`config.mk`:
```
export PLATFORM = sky130hd
export DESIGN_NAME = differential_motor_power_mapper
export DESIGN_NICKNAME = d
export VERILOG_FILES = /design/src/rtl/dmpm_pkg.sv /design/src/rtl/dmpm_csr.sv /design/src/rtl/dmpm_front.sv /design/src/rtl/dmpm_back.sv /design/src/rtl/differential_motor_power_mapper.sv
export SDC_FILE = /design/constraint.sdc
export NUM_CORES = 2
export LEC_CHECK = 0
export BUFFER_PORTS_ARGS = -buffer_cell sky130_fd_sc_hd__buf_2
export CAP_MARGIN = 20
export CORE_UTILIZATION = 50
export CTS_CLUSTER_DIAMETER = 80
export DETAILED_ROUTE_END_ITERATION = 16
export MAX_ROUTING_LAYER = met4
export PLACE_DENSITY = 0.66
export SETUP_SLACK_MARGIN = 0.05
export SLEW_MARGIN = 0
export SYNTH_ARGS = -nofsm -noshare
export SYNTH_HDL_FRONTEND = slang
export SYNTH_SLANG_ARGS = --single-unit
```
`constraint.sdc`:
```
create_clock -name clock -period 23 [get_ports clock]
set_input_delay 2.3 -clock clock [delete_from_list [all_inputs] [get_ports clock]]
set_output_delay 2.3 -clock clock [all_outputs]
set_load 0.01 [all_outputs]
```
`src/rtl/dmpm_pkg.sv`:
```
// Shared types and constants for the differential motor power mapper.
// No dependencies; every other file of the block imports this package.
`default_nettype none

package dmpm_pkg;

   // PWM counter full scale; a compare value never exceeds it.
   localparam int PWM_FULL_SCALE_I = 999;
   localparam logic [15:0] PWM_FULL_SCALE = 16'(PWM_FULL_SCALE_I);

   // Q2.14 unity and the clamp window for the wheel gains.
   localparam logic [14:0] ONE_Q14  = 15'd16384;
   localparam logic [14:0] SCALE_LO = 15'd8192;
   localparam logic [14:0] SCALE_HI = 15'd24576;

   // Configuration port address width (four word registers).
   localparam int CSR_ADDR_W = 4;

   // Speed count to power conversion: floor(c * 2^14 / PWM_FULL_SCALE) done as a
   // multiply by a rounded-up reciprocal. Only counts up to the full scale need an
   // exact quotient; anything larger ends up capped at unity further down.
   localparam int SPD_CBITS = $clog2(PWM_FULL_SCALE_I + 1);
   localparam int SPD_NBITS = SPD_CBITS + 14;
   localparam int SPD_LBITS = $clog2(PWM_FULL_SCALE_I);
   localparam int SPD_SHIFT = SPD_NBITS + SPD_LBITS - 14;
   localparam longint unsigned SPD_RECIP_L =
      ((64'd1 << (SPD_NBITS + SPD_LBITS)) + 64'(PWM_FULL_SCALE_I) - 64'd1) /
      64'(PWM_FULL_SCALE_I);
   localparam logic [SPD_NBITS:0] SPD_RECIP = (SPD_NBITS + 1)'(SPD_RECIP_L);
   localparam int SPD_PROD_W = SPD_CBITS + SPD_NBITS + 1;
   // Marker for a converted power above unity.
   localparam logic [14:0] SPD_OVER = ONE_Q14 + 15'd1;

   // Compare arithmetic widths.
   localparam int PROD1_W   = 30;
   localparam int PROD2_W   = PROD1_W + 16;
   localparam int CMP_SHIFT = 28;

   typedef enum logic [2:0] {
      MODE_POWER = 3'd0,
      MODE_DIFF  = 3'd1,
      MODE_SPEED = 3'd2,
      MODE_STOP  = 3'd3,
      MODE_BRAKE = 3'd4
   } mode_type;

   typedef struct packed {
      logic [2:0]         mode;
      logic signed [15:0] left_command;
      logic signed [15:0] right_command;
   } cmd_type;

   typedef struct packed {
      logic [14:0] left_scale;
      logic [14:0] right_scale;
      logic [14:0] min_start_power;
      logic [14:0] min_turn_power;
   } cfg_type;

   // Wheel powers after mode handling, both within 0..unity.
   typedef struct packed {
      logic [14:0] left_power;
      logic [14:0] right_power;
      logic        left_fwd;
      logic        right_fwd;
      logic        brake;
   } shaped_type;

   typedef struct packed {
      logic [15:0] left_compare;
      logic [15:0] right_compare;
      logic        left_pin_a;
      logic        left_pin_b;
      logic        right_pin_a;
      logic        right_pin_b;
   } rsp_type;

endpackage

`default_nettype wire

```
`src/rtl/dmpm_csr.sv`:
```
// Configuration registers of the motor power mapper behind an APB-style port.
// Depends on dmpm_pkg for the register widths and the gain clamp window.
`default_nettype none

module dmpm_csr
   import dmpm_pkg::*;
(
   input  wire logic                  clock,
   input  wire logic                  reset,
   input  wire logic                  psel,
   input  wire logic                  penable,
   input  wire logic                  pwrite,
   input  wire logic [CSR_ADDR_W-1:0] paddr,
   input  wire logic [31:0]           pwdata,
   output logic [31:0]                prdata,
   output cfg_type                    cfg
);

   typedef enum logic [1:0] {
      REG_LEFT_SCALE  = 2'd0,
      REG_RIGHT_SCALE = 2'd1,
      REG_MIN_START   = 2'd2,
      REG_MIN_TURN    = 2'd3
   } reg_index_type;

   cfg_type       cfg_ff, cfg_in;
   logic [14:0]   wval;
   logic [14:0]   wscale;
   logic          wr;
   reg_index_type idx;

   assign idx    = reg_index_type'(paddr[3:2]);
   assign wr     = psel && penable && pwrite;
   assign wval   = pwdata[14:0];
   assign wscale = (wval < SCALE_LO) ? SCALE_LO : ((wval > SCALE_HI) ? SCALE_HI : wval);

   always_comb begin
      cfg_in = cfg_ff;
      if (wr) begin
         case (idx)
            REG_LEFT_SCALE:  cfg_in.left_scale      = wscale;
            REG_RIGHT_SCALE: cfg_in.right_scale     = wscale;
            REG_MIN_START:   cfg_in.min_start_power = wval;
            REG_MIN_TURN:    cfg_in.min_turn_power  = wval;
            default:         cfg_in = cfg_ff;
         endcase
      end
   end

   always_ff @(posedge clock) begin
      if (reset) begin
         cfg_ff.left_scale      <= ONE_Q14;
         cfg_ff.right_scale     <= ONE_Q14;
         cfg_ff.min_start_power <= '0;
         cfg_ff.min_turn_power  <= '0;
      end else begin
         cfg_ff <= cfg_in;
      end
   end

   always_comb begin
      case (idx)
         REG_LEFT_SCALE:  prdata = {17'd0, cfg_ff.left_scale};
         REG_RIGHT_SCALE: prdata = {17'd0, cfg_ff.right_scale};
         REG_MIN_START:   prdata = {17'd0, cfg_ff.min_start_power};
         REG_MIN_TURN:    prdata = {17'd0, cfg_ff.min_turn_power};
         default:         prdata = '0;
      endcase
   end

   assign cfg = cfg_ff;

endmodule

`default_nettype wire

```
`src/rtl/dmpm_front.sv`:
```
// Front half of the mapper pipeline: request capture, speed count conversion
// and per-mode shaping of the two wheel powers. Depends on dmpm_pkg.
`default_nettype none

module dmpm_front
   import dmpm_pkg::*;
(
   input  wire logic    clock,
   input  wire logic    reset,
   input  wire logic    in_valid,
   output logic         in_ready,
   input  wire cmd_type in_cmd,
   input  wire cfg_type cfg,
   output logic         out_valid,
   input  wire logic    out_ready,
   output shaped_type   out_data
);

   // Caps a power at unity.
   function automatic logic [14:0] cap_one(input logic [15:0] v);
      logic [14:0] res;
      res = (v > {1'b0, ONE_Q14}) ? ONE_Q14 : v[14:0];
      return res;
   endfunction

   // Raises a positive power to a floor, then caps it at unity.
   function automatic logic [14:0] floor_cap(input logic [14:0] p, input logic [14:0] lo);
      logic [14:0] t;
      t = (p < lo) ? lo : p;
      return cap_one({1'b0, t});
   endfunction

   // Speed counts to Q2.14 power; zero means no forward drive.
   function automatic logic [14:0] spd_power(input logic signed [15:0] c);
      logic [SPD_PROD_W-1:0] prod;
      logic [14:0]           q;
      logic [14:0]           res;
      prod = SPD_PROD_W'(c[SPD_CBITS-1:0]) * SPD_PROD_W'(SPD_RECIP);
      q    = prod[SPD_SHIFT +: 15];
      if (c[15] || c == 16'sd0) begin
         res = '0;
      end else if ({1'b0, c[14:0]} > PWM_FULL_SCALE) begin
         res = SPD_OVER;
      end else if (q == 15'd0) begin
         res = 15'd1;
      end else begin
         res = q;
      end
      return res;
   endfunction

   // Stage A: captured request.
   logic        a_v_ff, a_v_in, a_rdy;
   cmd_type     a_cmd_ff;
   // Stage B: request plus converted speed powers.
   logic        b_v_ff, b_v_in, b_rdy;
   cmd_type     b_cmd_ff;
   logic [14:0] b_spd_l_ff, b_spd_l_in, b_spd_r_ff, b_spd_r_in;
   // Stage C: shaped wheel powers.
   logic        c_v_ff, c_v_in, c_rdy;
   shaped_type  c_out_ff, c_out_in;

   // Shaping terms.
   logic        l_pos, r_pos;
   logic [14:0] lu, ru, lo, boost;
   logic [14:0] l_plain, r_plain, l_spd, r_spd, l_diff, r_diff;

   assign c_rdy    = !c_v_ff || out_ready;
   assign b_rdy    = !b_v_ff || c_rdy;
   assign a_rdy    = !a_v_ff || b_rdy;
   assign in_ready = a_rdy;

   assign a_v_in = a_rdy ? in_valid : a_v_ff;
   assign b_v_in = b_rdy ? a_v_ff : b_v_ff;
   assign c_v_in = c_rdy ? b_v_ff : c_v_ff;

   assign b_spd_l_in = spd_power(a_cmd_ff.left_command);
   assign b_spd_r_in = spd_power(a_cmd_ff.right_command);

   always_comb begin
      l_pos = !b_cmd_ff.left_command[15] && (b_cmd_ff.left_command != 16'sd0);
      r_pos = !b_cmd_ff.right_command[15] && (b_cmd_ff.right_command != 16'sd0);
      lu    = b_cmd_ff.left_command[14:0];
      ru    = b_cmd_ff.right_command[14:0];
      lo    = (lu < ru) ? lu : ru;
      boost = (lo < cfg.min_start_power) ? (cfg.min_start_power - lo) : 15'd0;

      l_plain = floor_cap(lu, cfg.min_start_power);
      r_plain = floor_cap(ru, cfg.min_start_power);
      l_spd   = floor_cap(b_spd_l_ff, cfg.min_start_power);
      r_spd   = floor_cap(b_spd_r_ff, cfg.min_start_power);

      // With both wheels forward the common boost applies; in a pivot the
      // moving wheel is raised to the turn minimum instead.
      l_diff = r_pos ? cap_one({1'b0, lu} + {1'b0, boost})
                     : floor_cap(lu, cfg.min_turn_power);
      r_diff = l_pos ? cap_one({1'b0, ru} + {1'b0, boost})
                     : floor_cap(ru, cfg.min_turn_power);

      c_out_in = '0;
      case (b_cmd_ff.mode)
         MODE_POWER: begin
            c_out_in.left_power  = l_pos ? l_plain : 15'd0;
            c_out_in.right_power = r_pos ? r_plain : 15'd0;
            c_out_in.left_fwd    = l_pos;
            c_out_in.right_fwd   = r_pos;
         end
         MODE_DIFF: begin
            c_out_in.left_power  = l_pos ? l_diff : 15'd0;
            c_out_in.right_power = r_pos ? r_diff : 15'd0;
            c_out_in.left_fwd    = l_pos;
            c_out_in.right_fwd   = r_pos;
         end
         MODE_SPEED: begin
            c_out_in.left_power  = (b_spd_l_ff != 15'd0) ? l_spd : 15'd0;
            c_out_in.right_power = (b_spd_r_ff != 15'd0) ? r_spd : 15'd0;
            c_out_in.left_fwd    = (b_spd_l_ff != 15'd0);
            c_out_in.right_fwd   = (b_spd_r_ff != 15'd0);
         end
         MODE_BRAKE: begin
            c_out_in.brake = 1'b1;
         end
         default: begin
            c_out_in = '0;
         end
      endcase
   end

   always_ff @(posedge clock) begin
      if (reset) begin
         a_v_ff <= 1'b0;
         b_v_ff <= 1'b0;
         c_v_ff <= 1'b0;
      end else begin
         a_v_ff <= a_v_in;
         b_v_ff <= b_v_in;
         c_v_ff <= c_v_in;
      end
   end

   always_ff @(posedge clock) begin
      if (a_rdy && in_valid) begin
         a_cmd_ff <= in_cmd;
      end
      if (b_rdy && a_v_ff) begin
         b_cmd_ff   <= a_cmd_ff;
         b_spd_l_ff <= b_spd_l_in;
         b_spd_r_ff <= b_spd_r_in;
      end
      if (c_rdy && b_v_ff) begin
         c_out_ff <= c_out_in;
      end
   end

   assign out_valid = c_v_ff;
   assign out_data  = c_out_ff;

endmodule

`default_nettype wire

```
`src/rtl/dmpm_back.sv`:
```
// Back half of the mapper pipeline: gain multiply, full-scale multiply and the
// registered result with saturation and bridge pin levels. Depends on dmpm_pkg.
`default_nettype none

module dmpm_back
   import dmpm_pkg::*;
(
   input  wire logic       clock,
   input  wire logic       reset,
   input  wire logic       in_valid,
   output logic            in_ready,
   input  wire shaped_type in_data,
   input  wire cfg_type    cfg,
   output logic            out_valid,
   input  wire logic       out_ready,
   output rsp_type         out_data
);

   typedef struct packed {
      logic left_fwd;
      logic right_fwd;
      logic brake;
   } flags_type;

   // Stage D: power times gain.
   logic               d_v_ff, d_v_in, d_rdy;
   logic [PROD1_W-1:0] d_l_ff, d_l_in, d_r_ff, d_r_in;
   flags_type          d_f_ff;
   // Stage E: times the PWM full scale.
   logic               e_v_ff, e_v_in, e_rdy;
   logic [PROD2_W-1:0] e_l_ff, e_l_in, e_r_ff, e_r_in;
   flags_type          e_f_ff;
   // Stage F: output register.
   logic               f_v_ff, f_v_in, f_rdy;
   rsp_type            f_out_ff, f_out_in;

   logic [PROD2_W-CMP_SHIFT-1:0] l_raw, r_raw;
   logic [15:0]                  l_cmp, r_cmp;

   assign f_rdy    = !f_v_ff || out_ready;
   assign e_rdy    = !e_v_ff || f_rdy;
   assign d_rdy    = !d_v_ff || e_rdy;
   assign in_ready = d_rdy;

   assign d_v_in = d_rdy ? in_valid : d_v_ff;
   assign e_v_in = e_rdy ? d_v_ff : e_v_ff;
   assign f_v_in = f_rdy ? e_v_ff : f_v_ff;

   assign d_l_in = PROD1_W'(in_data.left_power) * PROD1_W'(cfg.left_scale);
   assign d_r_in = PROD1_W'(in_data.right_power) * PROD1_W'(cfg.right_scale);

   assign e_l_in = PROD2_W'(d_l_ff) * PROD2_W'(PWM_FULL_SCALE);
   assign e_r_in = PROD2_W'(d_r_ff) * PROD2_W'(PWM_FULL_SCALE);

   assign l_raw = e_l_ff[PROD2_W-1:CMP_SHIFT];
   assign r_raw = e_r_ff[PROD2_W-1:CMP_SHIFT];
   assign l_cmp = (l_raw > (PROD2_W-CMP_SHIFT)'(PWM_FULL_SCALE)) ? PWM_FULL_SCALE : l_raw[15:0];
   assign r_cmp = (r_raw > (PROD2_W-CMP_SHIFT)'(PWM_FULL_SCALE)) ? PWM_FULL_SCALE : r_raw[15:0];

   always_comb begin
      f_out_in.left_compare  = e_f_ff.brake ? PWM_FULL_SCALE : l_cmp;
      f_out_in.right_compare = e_f_ff.brake ? PWM_FULL_SCALE : r_cmp;
      f_out_in.left_pin_a    = e_f_ff.brake || e_f_ff.left_fwd;
      f_out_in.left_pin_b    = e_f_ff.brake;
      f_out_in.right_pin_a   = e_f_ff.brake;
      f_out_in.right_pin_b   = e_f_ff.brake || e_f_ff.right_fwd;
   end

   always_ff @(posedge clock) begin
      if (reset) begin
         d_v_ff <= 1'b0;
         e_v_ff <= 1'b0;
         f_v_ff <= 1'b0;
      end else begin
         d_v_ff <= d_v_in;
         e_v_ff <= e_v_in;
         f_v_ff <= f_v_in;
      end
   end

   always_ff @(posedge clock) begin
      if (d_rdy && in_valid) begin
         d_l_ff           <= d_l_in;
         d_r_ff           <= d_r_in;
         d_f_ff.left_fwd  <= in_data.left_fwd;
         d_f_ff.right_fwd <= in_data.right_fwd;
         d_f_ff.brake     <= in_data.brake;
      end
      if (e_rdy && d_v_ff) begin
         e_l_ff <= e_l_in;
         e_r_ff <= e_r_in;
         e_f_ff <= d_f_ff;
      end
      if (f_rdy && e_v_ff) begin
         f_out_ff <= f_out_in;
      end
   end

   assign out_valid = f_v_ff;
   assign out_data  = f_out_ff;

endmodule

`default_nettype wire

```
`src/rtl/differential_motor_power_mapper.sv`:
```
// Differential motor power mapper, top level: stream ports, APB-style register
// port. Depends on dmpm_pkg, dmpm_csr, dmpm_front and dmpm_back.
`default_nettype none

// Each request carries a mode in tuser and two signed Q2.14 wheel commands (or
// signed speed counts) in tdata, and yields exactly one response with the two
// PWM compare values and the four H-bridge pin levels. The block is a
// six-stage pipeline: capture, speed conversion, mode shaping, gain multiply,
// full-scale multiply, and the output register. It takes one request in every
// clock cycle while the response side is not stalled. Every stage holds its
// own valid bit, so a stalled response only holds back the stages behind it
// and empty stages keep filling. Registers are written through the APB-style
// port with a setup and an access phase; pready is always high and reads
// return the stored value (gains already clamped to 0.5..1.5). Registers
// should be written only while no request is in flight.

module differential_motor_power_mapper
   import dmpm_pkg::*;
(
   input  wire logic                  clock,
   input  wire logic                  reset,
   // Request channel.
   input  wire logic                  req_tvalid,
   output logic                       req_tready,
   // [15:0] left_command, [31:16] right_command
   input  wire logic [31:0]           req_tdata,
   // [2:0] mode
   input  wire logic [2:0]            req_tuser,
   // Response channel.
   output logic                       rsp_tvalid,
   input  wire logic                  rsp_tready,
   // [15:0] left_compare, [31:16] right_compare, [32] left_pin_a,
   // [33] left_pin_b, [34] right_pin_a, [35] right_pin_b, [39:36] zero
   output logic [39:0]                rsp_tdata,
   // Register port.
   input  wire logic                  csr_psel,
   input  wire logic                  csr_penable,
   input  wire logic                  csr_pwrite,
   input  wire logic [CSR_ADDR_W-1:0] csr_paddr,
   input  wire logic [31:0]           csr_pwdata,
   output logic [31:0]                csr_prdata,
   output logic                       csr_pready
);

   cfg_type    cfg;
   cmd_type    cmd;
   logic       mid_valid, mid_ready;
   shaped_type mid_data;
   rsp_type    rsp;

   assign csr_pready = 1'b1;

   dmpm_csr u_csr (
      .clock   (clock),
      .reset   (reset),
      .psel    (csr_psel),
      .penable (csr_penable),
      .pwrite  (csr_pwrite),
      .paddr   (csr_paddr),
      .pwdata  (csr_pwdata),
      .prdata  (csr_prdata),
      .cfg     (cfg)
   );

   assign cmd.mode          = req_tuser;
   assign cmd.left_command  = req_tdata[15:0];
   assign cmd.right_command = req_tdata[31:16];

   // Capture, speed conversion and mode shaping.
   dmpm_front u_front (
      .clock     (clock),
      .reset     (reset),
      .in_valid  (req_tvalid),
      .in_ready  (req_tready),
      .in_cmd    (cmd),
      .cfg       (cfg),
      .out_valid (mid_valid),
      .out_ready (mid_ready),
      .out_data  (mid_data)
   );

   // Compare arithmetic and the output register.
   dmpm_back u_back (
      .clock     (clock),
      .reset     (reset),
      .in_valid  (mid_valid),
      .in_ready  (mid_ready),
      .in_data   (mid_data),
      .cfg       (cfg),
      .out_valid (rsp_tvalid),
      .out_ready (rsp_tready),
      .out_data  (rsp)
   );

   assign rsp_tdata = {4'd0, rsp.right_pin_b, rsp.right_pin_a, rsp.left_pin_b,
                       rsp.left_pin_a, rsp.right_compare, rsp.left_compare};

endmodule

`default_nettype wire

```
==> results.md <==
* Worst R2R End: u_front.out_data[12]
* Placed insts at 6304
* DR pass1 iterations at 6
* Final hold vios at 0
* Total power at about 3.2 mW
* Setup TNS at 0 ps
* CP Launch Type: flop
* Worst VDD drop at 0.000104 V
* Fin util at 53.8%
* Area added between synthesis and finish at 6.54%
* CTS Buffer Depth at 3
* Setup Viol. Count Final at 0
* Hold Slack at 414 ps
* HP Start: u_back.d_f_ff[2]
* Die Y-Extent at 317 um
* Vias per cell at ~5.6
* Maxcap violations at 0
* Layout cells sized above 1 at 6.49%
* Leakage power at 25.0 nW
* Routed length per instance at between 20 and 25 um
* Worst r2r path cells at 29
* DRC Markers at 0
* Cts bufs inserted at 44
* CTS tree: yes
* Non-filler cells in the finished layout at 6390
* Final Max Tran Viols at 0
* Synth Flop Type: edfxtp_1
* R2R setup slack at roughly 14000 ps
* Rel. slew slack at between 20% and 30%
* First-pass GRT wire length at 203000 um
* Status: completed
* Hold path depth at 0
* Crit-path slowest cell: o21a_1
* Largest net degree at the start of global routing at 67
* Detail Placement HPWL at 105000 um
* Pwr dens at between 60 and 70 nW/um^2
* Clk_lat worst skew at about 640 ps
* HP Class: flop to flop
* Post-Syn Area at 49600 sq um
* Yosys reg bits at around 320
* Reg2reg start: u_front.b_cmd_ff[2]
* Post-route antenna net violation count at 0
* Setup repair bufs after CTS at 0
* Core Rows at 115
* Area after DPL at a little over 50000 sq um
* CTS Root Cell: clkbuf_16
* Clk pin slew, worst setup/hold paths at 60 ps
* Core area at 98300 sq um
* RSZ-0062 raised after global routing: false
* Hold endpoint: u_back.e_f_ff[2]
* Die X at roughly 320 um
* GPL Wtd Cong at 0.985
* Via count at 35676
* Initial Util at 50.5%
* Post-synthesis sequential area ratio at 17.8%
* Initial antenna violation count at 1
* Syn avg cell area at 9.88 sq um
* Crit path DAT at 9680 ps
* Die area at 100000 sq um
* Mapped Cells at around 5000
* Clock sink count at between 300 and 400
* Grt ovf at 0
* Crit Path Max Fanout at 25
* Number of warnings issued by yosys at 0
* Synth unique cells at 102
* First DRT Iteration DRCs at 2840
* Final setup margin at 13660 ps
* Share of the clock period used by the worst path at 40.6%
* Dpl ws at 13970 ps
* Fmax at 0.107 GHz
* Slowest stage delay, CP at 740 ps
* Hold-fix buffers, CTS at 0
* Worst setup EP type: flop
* EDFF count, synth at 250
* Min Tclk post-route at 9340 ps
* Final wirelength at 128000 um
* GRT Total Usage at 27.1%
* Setup Skew at between 20 and 25 ps
* Final Cell Area at 52800 sq um
* # resized after CTS at 0
* Via count of the first global-routing pass at around 36000
* Post-synth ARST share at 0%
* IO Count at 153
* Critical path class: flop to flop
* H-tree levels at 2
* CP most frequent cell: a21o_1
* Worst-Margin Slew at 1120 ps
* PortBufs at 103
* Final nets at 6600
* Crit path required time at between 20000 and 25000 ps
## cell usage after synthesis (37+ instances only)
library cell	instances	area share, %
inv_1	847	6.4
ha_1	741	19
fa_1	717	29
nand2_1	504	3.8
edfxtp_1	250	15
a21oi_1	219	2.2
and2_1	196	2.5
nor2_1	171	1.3
clkbuf_1	142	1.1
o21ai_0	138	1.4
a21o_1	104	1.6
nand3_1	87	0.88
nor3_1	81	0.82
xnor2_1	79	1.4
dfxtp_1	66	2.7
xor2_1	42	0.74
mux2i_1	37	0.75
## worst max-delay path by stage
stage	from	end	slack, ps	depth (start not counted)
after floorplan	u_front.b_cmd_ff[2]	u_front.out_data[8]	15340	33
after detailed placement	u_front.b_cmd_ff[2]	u_front.out_data[8]	13970	29
after CTS	u_front.b_cmd_ff[2]	u_front.out_data[12]	13920	28
after global routing	u_front.b_cmd_ff[2]	u_front.out_data[24]	13150	28
after global placement	u_front.b_cmd_ff[2]	u_front.out_data[8]	14000	29
final	u_front.b_cmd_ff[2]	u_front.out_data[12]	13660	29
## cells in the final DEF, fill, tap and decap left out, drive strengths merged, types with 37 or more instances in the layout
cell / instances
clkbuf: 49
xor2: 42
buf: 148
ha: 741
o21ai: 153
a21o: 106
a21oi: 219
and2: 198
fa: 717
nand2: 504
edfxtp: 250
dfxtp: 66
xnor2: 80
nand3: 87
inv: 858
mux2i: 37
nor2: 172
nor3: 82
## final cells by class
type                            count  area [sq um]
Clock buffer                       49          1140
Inverter                          847          3180
Timing Repair Buffer              149           863
Multi-Input combinational cell   3706         36900
Fill cell                        8792         45400
Sequential cell                   316          8830
Tap cell                         1287          1610
Antenna cell                        3          7.51
Clock inverter                     33           298
## cells by family after synthesis
| kind of cell | after synthesis | synth area share (%) |
|---|---|---|
| xor+xnor | 122 | 2.17 |
| simple gates | 1269 | 12.4 |
| mux | 73 | 1.90 |
| other cells | 2 | 0.0151 |
| fa+ha+maj | 1461 | 47.7 |
| flops | 316 | 17.8 |
| buf+inv | 1031 | 8.11 |
| compound gates | 747 | 9.92 |
## per-layer routing
layer,track usage [%],part of all wire (%),vias to the layer above
met5,-,0,-
met4,8.40,3.0,0
met3,3.78,7.0,188
met2,42.4,46,1067
met1,36.5,44,17691
li1,-,-,16730
## critical path: cells and delay by family, from the launching register on
| family | cells | cell delay, ps |
|---|---|---|
| buffers and inverters | 1 | 290 |
| adders and majority gates | 3 | 1050 |
| DFF | 1 | 670 |
| AOI/OAI and AO/OA | 17 | 5390 |
| and+or+nand+nor | 8 | 1650 |
## registers in the layout, indices dropped and copies added, names as in the netlist, 27 cells and up
register	cells
u_back.d_r_ff	30
u_front.a_cmd_ff	35
u_back.d_l_ff	30
u_back.out_data	27
u_csr.cfg	60
u_front.out_data	33
u_front.b_cmd_ff	35
## power by group
group          total (mW)  leakage [nW]  switching [mW]  internal [mW]
Sequential          0.744          2.76          0.0601          0.684
Combinational        1.75          21.6           0.978          0.777
Clock               0.679         0.703           0.291          0.388
No activity file was read; power rests on OpenSTA's default activity.
